==> config.mk <==
export PLATFORM = sky130hd
export DESIGN_NAME = sorted_list_union_merge
export DESIGN_NICKNAME = d
export VERILOG_FILES = /design/src/rtl/slu_pkg.sv /design/src/rtl/slu_ctrl.sv /design/src/rtl/slu_datapath.sv /design/src/rtl/sorted_list_union_merge.sv
export SDC_FILE = /design/constraint.sdc
export NUM_CORES = 2
export LEC_CHECK = 0
export BUFFER_PORTS_ARGS = -buffer_cell sky130_fd_sc_hd__buf_2
export CAP_MARGIN = 20
export CORE_ASPECT_RATIO = 1.4
export CORE_MARGIN = 4
export CORE_UTILIZATION = 35
export DETAILED_ROUTE_END_ITERATION = 6
export PLACE_DENSITY_LB_ADDON = 0.15
export SYNTH_ARGS = -nofsm -noshare
export SYNTH_HDL_FRONTEND = slang
export SYNTH_SLANG_ARGS = --single-unit
==> constraint.sdc <==
create_clock -name clk_i -period 9 [get_ports clk_i]
set_input_delay 0 -clock clk_i [delete_from_list [all_inputs] [get_ports clk_i]]
set_output_delay 0 -clock clk_i [all_outputs]
set_load 0.01 [all_outputs]
==> src/rtl/slu_pkg.sv <==
// Shared types and constants for the sorted list union merge block.
// Used by the controller, the datapath, the top level and the checker.
package slu_pkg;

  localparam int unsigned LIST_DEPTH = 32;
  localparam int unsigned DATA_WIDTH = 32;
  localparam int unsigned IN_WIDTH   = 32;
  localparam int unsigned IDX_W      = (LIST_DEPTH > 1) ? $clog2(LIST_DEPTH) : 1;
  localparam int unsigned CNT_W      = $clog2(LIST_DEPTH + 1);

  typedef enum logic [1:0] {
    KIND_APPEND_A = 2'd0,
    KIND_APPEND_B = 2'd1,
    KIND_MERGE    = 2'd2
  } kind_e;

  // Controller to datapath
  typedef struct packed {
    logic append_a;
    logic append_b;
    logic start;
    logic emit;
    logic finish;
  } cmd_t;

  // Datapath to controller
  typedef struct packed {
    logic out_free;
    logic both_empty;
    logic last_pick;
  } sts_t;

  function automatic logic [DATA_WIDTH-1:0] to_store(input logic signed [IN_WIDTH-1:0] v);
    logic signed [DATA_WIDTH-1:0] r;
    r = DATA_WIDTH'(v);
    return r;
  endfunction

  function automatic logic [IN_WIDTH-1:0] to_out(input logic signed [DATA_WIDTH-1:0] v);
    logic signed [IN_WIDTH-1:0] r;
    r = IN_WIDTH'(v);
    return r;
  endfunction

endpackage

==> src/rtl/slu_ctrl.sv <==
// Sequencer for appends and merge runs.
// Depends on slu_pkg; drives commands into slu_datapath and reads its status.
module slu_ctrl (
  input  logic          clk_i,
  input  logic          rst_ni,
  input  logic          in_valid_i,
  input  logic [1:0]    in_kind_i,
  input  slu_pkg::sts_t sts_i,
  output slu_pkg::cmd_t cmd_o,
  output logic          in_stall_o
);

  typedef enum logic [1:0] {
    ST_IDLE,
    ST_READ,
    ST_EMIT
  } state_e;

  state_e state_q;
  state_e state_d;
  logic   accept;

  assign in_stall_o = (state_q != ST_IDLE);
  assign accept     = in_valid_i && !in_stall_o;

  always_comb begin
    cmd_o   = '0;
    state_d = state_q;
    unique case (state_q)
      ST_IDLE: begin
        if (accept) begin
          case (slu_pkg::kind_e'(in_kind_i))
            slu_pkg::KIND_APPEND_A: cmd_o.append_a = 1'b1;
            slu_pkg::KIND_APPEND_B: cmd_o.append_b = 1'b1;
            slu_pkg::KIND_MERGE: begin
              cmd_o.start = 1'b1;
              state_d     = ST_READ;
            end
            default: ;
          endcase
        end
      end
      // heads are fetched from both buffers during this cycle
      ST_READ: state_d = ST_EMIT;
      ST_EMIT: begin
        if (sts_i.out_free) begin
          cmd_o.emit = 1'b1;
          if (sts_i.both_empty || sts_i.last_pick) begin
            cmd_o.finish = 1'b1;
            state_d      = ST_IDLE;
          end else begin
            state_d = ST_READ;
          end
        end
      end
      default: state_d = ST_IDLE;
    endcase
  end

  always_ff @(posedge clk_i or negedge rst_ni) begin
    if (!rst_ni) begin
      state_q <= ST_IDLE;
    end else begin
      state_q <= state_d;
    end
  end

endmodule

==> src/rtl/slu_datapath.sv <==
// List buffers, counts, merge pointers, head compare and the output register.
// Depends on slu_pkg; commanded by slu_ctrl.
module slu_datapath (
  input  logic                                 clk_i,
  input  logic                                 rst_ni,
  input  slu_pkg::cmd_t                        cmd_i,
  output slu_pkg::sts_t                        sts_o,
  input  logic signed [slu_pkg::IN_WIDTH-1:0]  in_value_i,
  input  logic                                 out_stall_i,
  output logic                                 out_valid_o,
  output logic signed [slu_pkg::IN_WIDTH-1:0]  out_value_res_o,
  output logic                                 out_last_o,
  output logic                                 out_empty_res_o,
  output logic                                 out_overflow_o
);

  logic [slu_pkg::DATA_WIDTH-1:0] mem_a [slu_pkg::LIST_DEPTH];
  logic [slu_pkg::DATA_WIDTH-1:0] mem_b [slu_pkg::LIST_DEPTH];

  logic [slu_pkg::CNT_W-1:0]      cnt_a_q, cnt_b_q;
  logic [slu_pkg::CNT_W-1:0]      ptr_a_q, ptr_b_q;
  logic [slu_pkg::CNT_W-1:0]      ptr_a_d, ptr_b_d;
  logic                           dropped_q;
  logic [slu_pkg::DATA_WIDTH-1:0] head_a_q, head_b_q;

  logic                           out_valid_q;
  logic [slu_pkg::IN_WIDTH-1:0]   out_value_q;
  logic                           out_last_q, out_empty_q, out_ovf_q;

  logic                           full_a, full_b;
  logic                           has_a, has_b;
  logic                           take_a, take_b;
  logic [slu_pkg::DATA_WIDTH-1:0] pick;

  localparam logic [slu_pkg::CNT_W-1:0] DEPTH_C = slu_pkg::CNT_W'(slu_pkg::LIST_DEPTH);

  assign full_a = (cnt_a_q >= DEPTH_C);
  assign full_b = (cnt_b_q >= DEPTH_C);
  assign has_a  = (ptr_a_q < cnt_a_q);
  assign has_b  = (ptr_b_q < cnt_b_q);

  // Pick the smaller head; equal heads advance both lists
  always_comb begin
    take_a = 1'b0;
    take_b = 1'b0;
    pick   = head_a_q;
    priority if (has_a && has_b) begin
      if ($signed(head_a_q) < $signed(head_b_q)) begin
        take_a = 1'b1;
      end else if ($signed(head_b_q) < $signed(head_a_q)) begin
        take_b = 1'b1;
        pick   = head_b_q;
      end else begin
        take_a = 1'b1;
        take_b = 1'b1;
      end
    end else if (has_a) begin
      take_a = 1'b1;
    end else if (has_b) begin
      take_b = 1'b1;
      pick   = head_b_q;
    end else begin
      take_a = 1'b0;
      take_b = 1'b0;
    end
  end

  assign ptr_a_d = ptr_a_q + slu_pkg::CNT_W'(take_a);
  assign ptr_b_d = ptr_b_q + slu_pkg::CNT_W'(take_b);

  assign sts_o.out_free   = !out_valid_q || !out_stall_i;
  assign sts_o.both_empty = (cnt_a_q == '0) && (cnt_b_q == '0);
  assign sts_o.last_pick  = (ptr_a_d >= cnt_a_q) && (ptr_b_d >= cnt_b_q);

  // Buffers: write on append, read the current heads every cycle
  always_ff @(posedge clk_i) begin
    if (cmd_i.append_a && !full_a) begin
      mem_a[cnt_a_q[slu_pkg::IDX_W-1:0]] <= slu_pkg::to_store(in_value_i);
    end
    if (cmd_i.append_b && !full_b) begin
      mem_b[cnt_b_q[slu_pkg::IDX_W-1:0]] <= slu_pkg::to_store(in_value_i);
    end
    head_a_q <= mem_a[ptr_a_q[slu_pkg::IDX_W-1:0]];
    head_b_q <= mem_b[ptr_b_q[slu_pkg::IDX_W-1:0]];
  end

  always_ff @(posedge clk_i or negedge rst_ni) begin
    if (!rst_ni) begin
      cnt_a_q   <= '0;
      cnt_b_q   <= '0;
      ptr_a_q   <= '0;
      ptr_b_q   <= '0;
      dropped_q <= 1'b0;
    end else begin
      if (cmd_i.append_a) begin
        if (full_a) begin
          dropped_q <= 1'b1;
        end else begin
          cnt_a_q <= cnt_a_q + slu_pkg::CNT_W'(1);
        end
      end
      if (cmd_i.append_b) begin
        if (full_b) begin
          dropped_q <= 1'b1;
        end else begin
          cnt_b_q <= cnt_b_q + slu_pkg::CNT_W'(1);
        end
      end
      if (cmd_i.start) begin
        ptr_a_q <= '0;
        ptr_b_q <= '0;
      end else if (cmd_i.emit) begin
        ptr_a_q <= ptr_a_d;
        ptr_b_q <= ptr_b_d;
      end
      if (cmd_i.finish) begin
        cnt_a_q   <= '0;
        cnt_b_q   <= '0;
        dropped_q <= 1'b0;
      end
    end
  end

  // Output register: hold while stalled
  always_ff @(posedge clk_i or negedge rst_ni) begin
    if (!rst_ni) begin
      out_valid_q <= 1'b0;
    end else if (cmd_i.emit) begin
      out_valid_q <= 1'b1;
    end else if (!out_stall_i) begin
      out_valid_q <= 1'b0;
    end
  end

  always_ff @(posedge clk_i) begin
    if (cmd_i.emit) begin
      out_ovf_q <= dropped_q;
      if (sts_o.both_empty) begin
        out_value_q <= '0;
        out_last_q  <= 1'b1;
        out_empty_q <= 1'b1;
      end else begin
        out_value_q <= slu_pkg::to_out(pick);
        out_last_q  <= sts_o.last_pick;
        out_empty_q <= 1'b0;
      end
    end
  end

  assign out_valid_o     = out_valid_q;
  assign out_value_res_o = out_value_q;
  assign out_last_o      = out_last_q;
  assign out_empty_res_o = out_empty_q;
  assign out_overflow_o  = out_ovf_q;

endmodule

==> src/rtl/sorted_list_union_merge.sv <==
// Top level of the sorted list union merge block.
// Depends on slu_pkg, slu_ctrl and slu_datapath.
//
//  channel | direction | handshake                | payload
//  --------+-----------+--------------------------+-------------------------------------
//  in      | sink      | in_valid_i / in_stall_o  | in_kind_i, in_value_i
//  out     | source    | out_valid_o / out_stall_i| out_value_res_o, out_last_o,
//          |           |                          | out_empty_res_o, out_overflow_o
//
// An append request leaves the block idle, so it is ready again in the next cycle.
// For each result, a merge request reads the heads from the buffers and then compares them and
// loads the output register; a run on two empty lists gives a single empty result.
// Requests are stalled for the whole of a merge run.
// A stall on the output holds the run at its next result.
// Reset clears both lists and the overflow flag; buffer contents are not cleared.
module sorted_list_union_merge (
  input  logic                                clk_i,
  input  logic                                rst_ni,
  input  logic                                in_valid_i,
  output logic                                in_stall_o,
  input  logic [1:0]                          in_kind_i,
  input  logic signed [slu_pkg::IN_WIDTH-1:0] in_value_i,
  output logic                                out_valid_o,
  input  logic                                out_stall_i,
  output logic signed [slu_pkg::IN_WIDTH-1:0] out_value_res_o,
  output logic                                out_last_o,
  output logic                                out_empty_res_o,
  output logic                                out_overflow_o
);

  slu_pkg::cmd_t cmd;
  slu_pkg::sts_t sts;

  slu_ctrl u_ctrl (
    .clk_i      (clk_i),
    .rst_ni     (rst_ni),
    .in_valid_i (in_valid_i),
    .in_kind_i  (in_kind_i),
    .sts_i      (sts),
    .cmd_o      (cmd),
    .in_stall_o (in_stall_o)
  );

  slu_datapath u_datapath (
    .clk_i           (clk_i),
    .rst_ni          (rst_ni),
    .cmd_i           (cmd),
    .sts_o           (sts),
    .in_value_i      (in_value_i),
    .out_stall_i     (out_stall_i),
    .out_valid_o     (out_valid_o),
    .out_value_res_o (out_value_res_o),
    .out_last_o      (out_last_o),
    .out_empty_res_o (out_empty_res_o),
    .out_overflow_o  (out_overflow_o)
  );

endmodule

==> results.txt <==
The required time of the worst setup path came out at 9.45 ns. The die is 423 microns wide. Traced cell by cell, the critical path runs through nor4b_1 -> dlygate4sd3_1 -> nand2_1 -> nor2_1 -> nand2_1 -> nor2_4 -> buf_4. The floorplan core area came out at 240000 sq um. At the pin with the least slew margin, the transition time is 1.01 ns. The final-layout setup total negative slack came out at 0 ns. The vertical die dimension is 590 microns.

The largest net degree at the start of global routing is 101. The total of buffers placed on input and output ports came out at 74. A synthesized cell averages 18.6 sq um. The routed via count divided by cell count came out at 5.34. The leakage dissipation is 29.8 nW. The first TritonRoute pass finished after 5 iterations. The number of antenna-violating nets in the routed design came out at 0. The number of standard cells after synthesis is 4546.

The critical path's largest stage delay came out at 0.79 ns. The global-route usage over all layers is 19.0%. The combinational power share came out at 22.2%. Static timing analysis puts the maximum clock frequency at 206 MHz. The flow ran to the end, and the final reports show no timing, DRC or antenna violations. Signal routing reaches up to met4. The fraction of synthesis flops using an asynchronous set or reset pin is 1.29%. At the end of routability-driven placement, the weighted congestion stood at 0.780.

The final setup violation count came out at 0. Broken down by cell family, the worst path's largest delay share belongs to simple AND/OR/NAND/NOR gates. The detailed-routed wire length on met3 is 11.7 mm. For this configuration, the core starts out at a cell density of 35.2%. The final routed DRC violation total came out at 0. The level count of the clock H-tree is 4. Counting stages on the worst path, the most repeated cell is sky130_fd_sc_hd__nand2_1. The layout net count is 4887. The cell area reported after detailed placement is 89700 sq um. The count of endpoints failing hold in the final timing report is 0. The share of total power in sequential cells is 45.4%. The routed length on met2 came out at 119 mm. The number of sinks on the clock net came out at 2175.

On the final layout, the worst clock skew is 0.0448 ns. The max-slew headroom at the worst pin is 31.8%. The count of unique library cells instantiated by Yosys is 52.

Counting both buffers and inverters, the worst setup path holds a total of 2. The I/O pin total came out at 75. The post-DP HPWL came out at 129 mm. The clock slew at the register clock pins of the worst setup and hold paths came out at 0.06 ns.

The layout cell share with drive strength beyond 1 is 19.6%. STA classifies the critical path startpoint as a flip-flop. The kind of critical path is flip-flop to flip-flop. The number of global-route vias before repair is 44400.

Internal power comes to 18.2 mW. The combined area of all synthesized cells came out at 84600 sq um. The detailed-route via count is 43700.

The maximum ir drop on the vdd rail came out at 0.305 mV. The number of antenna violations at the first check in global routing came out at 22. After detailed routing, the average wire length per cell comes to 29.6 microns. The Yosys warning count came out at 0. The total overflow left after global routing is 0. The number of enable-type register cells in the synthesized netlist came out at 2083. The total CTS buffers came out at 212. The synthesized netlist net count came out at 4650. The total routed wire length on the met1 layer is 103 mm. The share of total power in the clock network is 32.4%. The net load switching power is 7.65 mW. Among all flip-flop cells after synthesis, the most frequent one is sky130_fd_sc_hd__edfxtp_1.

Relative to the synthesized area, the layout overhead comes to 14.1%. After routing the design area is 96500 sq um. The DRC violation total after the first TritonRoute iteration is 4124.

In this run the core area contains 213 standard-cell rows. The number of max-slew violations in the final report is 0. The path class of the tightest hold or removal check is input pin to async pin. Clock tree synthesis selected as its root buffer the cell sky130_fd_sc_hd__clkbuf_16. After detailed routing, the total wire length is 242 mm. The worst path uses 53.8% of the clock period. Setup repair after global routing left no endpoint under its margin.

The first-pass GRT wire length is 339 mm. The longest clock path from root to sink contains 4 buffers. The max-capacitance violation count is 0. The total of flip-flops plus latches after synthesis came out at 2175. The net switching share of the total power is 29.6%.

The maximum fanout along the worst path is 24. The signal arrival time at the worst endpoint came out at 5.30 ns. TritonCTS built the clock tree. The number of gates given a new drive strength after cts came out at 0.

After synthesis, flip-flops and latches occupy 76.3% of the total area. The clock period minus final worst setup slack is 4.85 ns. On the critical path, the stage with the largest delay is an instance of sky130_fd_sc_hd__nor4b_1. The die area is 250000 sq um.

The insertion delay to the later sink of the worst-skew pair came out at 0.86 ns. STA classifies the critical path endpoint as a flip-flop. Power spread over the standard cell area amounts to 268 nW/um^2. The number of fill cells came out at 21800.
registers in the layout, summed over array words and instances (netlist names):
register                    count
u_ctrl.state_q                  2
u_datapath.dropped_q            1
u_datapath.out_overflow_o       1
u_datapath.mem_a             1024
u_datapath.out_value_res_o     32
u_datapath.ptr_a_q              6
u_datapath.out_valid_o          1
u_datapath.cnt_a_q              6
u_datapath.ptr_b_q              6
u_datapath.cnt_b_q              6
u_datapath.head_a_q            32
u_datapath.head_b_q            32
u_datapath.out_last_o           1
u_datapath.out_empty_res_o      1
u_datapath.mem_b             1024
worst register-to-register path, cell delays in order, from the launching register on:
cell and delay (ns):
sky130_fd_sc_hd__dfrtp_1 0.45, sky130_fd_sc_hd__nor4b_1 0.79, sky130_fd_sc_hd__dlygate4sd3_1 0.72, sky130_fd_sc_hd__nand2_1 0.10, sky130_fd_sc_hd__nor2_1 0.44, sky130_fd_sc_hd__nand2_1 0.70
sky130_fd_sc_hd__nor2_4 0.63, sky130_fd_sc_hd__buf_4 0.56
area by class of cell:
type	count	area [sq um]	area share [%]
Timing Repair Buffer	268	2020	2.09
Tap cell	3225	4040	4.18
Clock buffer	256	5510	5.71
Clock inverter	115	790	0.818
Antenna cell	17	42.5	0.0441
Multi-Input combinational cell	2077	19300	20.0
Inverter	49	184	0.191
Sequential cell	2175	64600	66.9
metrics by stage:
step                      hold slack (ns)  setup slack [ns]  utilization, %  std cells  total power [mW]
after floorplan                    -0.296              5.21               -       4546              15.3
after global placement              0.124              4.23            37.3       7750              17.7
after detailed placement            0.132              4.20            37.3       7751              17.7
after CTS                           0.104              4.20            40.1       8164              26.2
after global routing                0.171              4.04            40.1       8178              26.9
final                               0.174              4.15            40.1       8182              25.8
Yosys cell counts, types with 5 or more instances:
master | n | share of area [%]
sky130_fd_sc_hd__mux2i_1 | 418 | 4.9
sky130_fd_sc_hd__nand3_1 | 20 | 0.12
sky130_fd_sc_hd__nand2b_1 | 7 | 0.052
sky130_fd_sc_hd__inv_1 | 48 | 0.21
sky130_fd_sc_hd__mux4_2 | 256 | 6.8
sky130_fd_sc_hd__buf_2 | 76 | 0.45
sky130_fd_sc_hd__o21ai_1 | 24 | 0.14
sky130_fd_sc_hd__o21a_1 | 5 | 0.044
sky130_fd_sc_hd__nand2_1 | 344 | 1.5
sky130_fd_sc_hd__a22o_1 | 12 | 0.12
sky130_fd_sc_hd__a21oi_1 | 226 | 1.3
sky130_fd_sc_hd__buf_1 | 23 | 0.10
sky130_fd_sc_hd__dfxtp_1 | 64 | 1.5
sky130_fd_sc_hd__nand4_1 | 12 | 0.089
sky130_fd_sc_hd__o21ai_0 | 177 | 1.0
sky130_fd_sc_hd__o22ai_1 | 64 | 0.47
sky130_fd_sc_hd__a21o_1 | 5 | 0.044
sky130_fd_sc_hd__xnor2_1 | 13 | 0.13
sky130_fd_sc_hd__clkbuf_1 | 138 | 0.61
sky130_fd_sc_hd__mux2_2 | 128 | 1.7
sky130_fd_sc_hd__ha_1 | 66 | 0.98
sky130_fd_sc_hd__dfrtp_1 | 28 | 0.83
sky130_fd_sc_hd__nor2_1 | 74 | 0.33
sky130_fd_sc_hd__edfxtp_1 | 2083 | 74
sky130_fd_sc_hd__o221ai_1 | 192 | 2.0
power groups by stage:
| stage | logic, mW | clock network, mW | registers, mW |
|---|---|---|---|
| 2_1_floorplan | 3.59 | 0 | 11.7 |
| 3_3_place_gp | 5.82 | 0 | 11.9 |
| 3_5_place_dp | 5.80 | 0 | 11.9 |
| 4_1_cts | 5.83 | 8.61 | 11.7 |
| 5_1_grt | 6.14 | 9.02 | 11.7 |
| 6_report | 5.73 | 8.37 | 11.7 |
layer usage:
layer / vias up / GRT usage [%]
met4: 0 / 6.74
met5: - / 0
li1: 18900 / -
met2: 1161 / 31.7
met3: 316 / 2.49
met1: 23300 / 25.5
final timing paths:
kind                                            end  cells past startpoint  slack, ns             startpoint
min in group clk_i            u_datapath.cnt_b_q[5]                      5       0.22           in_kind_i[0]
max reg2reg                u_datapath.mem_b[31][25]                      7       4.15      u_ctrl.state_q[1]
min                          u_datapath.out_valid_o                      4       0.17                 rst_ni
min reg2reg                   u_datapath.ptr_a_q[5]                      1       0.55  u_datapath.ptr_a_q[5]
max in group asynchronous     u_datapath.ptr_b_q[1]                      4       8.57                 rst_ni
max                        u_datapath.mem_b[31][25]                      7       4.15      u_ctrl.state_q[1]
repair_timing:
item / in CTS / in global routing
buffers inserted: 0 / 0
setup endpoints to repair: 0 / 0
endpoints found under the hold margin: 2139 / 0
hold buffers: 42 / 0
cells in the final DEF (no fill, tap or decap), types with 3 or more instances in the layout:
cell	Yosys	routed
sky130_fd_sc_hd__clkinvlp_4	0	5
sky130_fd_sc_hd__xnor2_1	13	13
sky130_fd_sc_hd__a21oi_1	226	225
sky130_fd_sc_hd__nand2b_1	7	5
sky130_fd_sc_hd__buf_12	0	7
sky130_fd_sc_hd__dfrtp_4	0	9
sky130_fd_sc_hd__inv_6	0	3
sky130_fd_sc_hd__nand4_1	12	12
sky130_fd_sc_hd__mux2_2	128	128
sky130_fd_sc_hd__dfrtp_1	28	18
sky130_fd_sc_hd__a21o_1	5	5
sky130_fd_sc_hd__o21ai_1	24	24
sky130_fd_sc_hd__o21a_1	5	5
sky130_fd_sc_hd__o22ai_1	64	64
sky130_fd_sc_hd__ha_1	66	66
sky130_fd_sc_hd__nor2_4	0	65
sky130_fd_sc_hd__diode_2	0	17
sky130_fd_sc_hd__dfxtp_1	64	64
sky130_fd_sc_hd__edfxtp_1	2083	2083
sky130_fd_sc_hd__dlygate4sd3_1	0	41
sky130_fd_sc_hd__buf_2	76	74
sky130_fd_sc_hd__mux2i_1	418	418
sky130_fd_sc_hd__buf_4	4	146
sky130_fd_sc_hd__mux4_2	256	256
sky130_fd_sc_hd__clkbuf_1	138	42
sky130_fd_sc_hd__o221ai_1	192	192
sky130_fd_sc_hd__inv_1	48	48
sky130_fd_sc_hd__clkbuf_16	0	214
sky130_fd_sc_hd__o21ai_0	177	177
sky130_fd_sc_hd__bufinv_16	0	10
sky130_fd_sc_hd__clkinv_2	0	37
sky130_fd_sc_hd__a22o_1	12	12
sky130_fd_sc_hd__nand3_1	20	20
sky130_fd_sc_hd__nand2_1	344	342
sky130_fd_sc_hd__nor2_1	74	10
sky130_fd_sc_hd__clkinv_1	1	58
kinds of logic after synthesis:
logic type	Yosys count	share of synthesized area (%)
xor+xnor	15	0.155
buf+inv	294	1.47
fa+ha+maj	66	0.977
simple gates	471	2.22
compound gates	723	5.39
flops	2175	76.3
mux	802	13.5
Power figures use the tool's default switching activity.
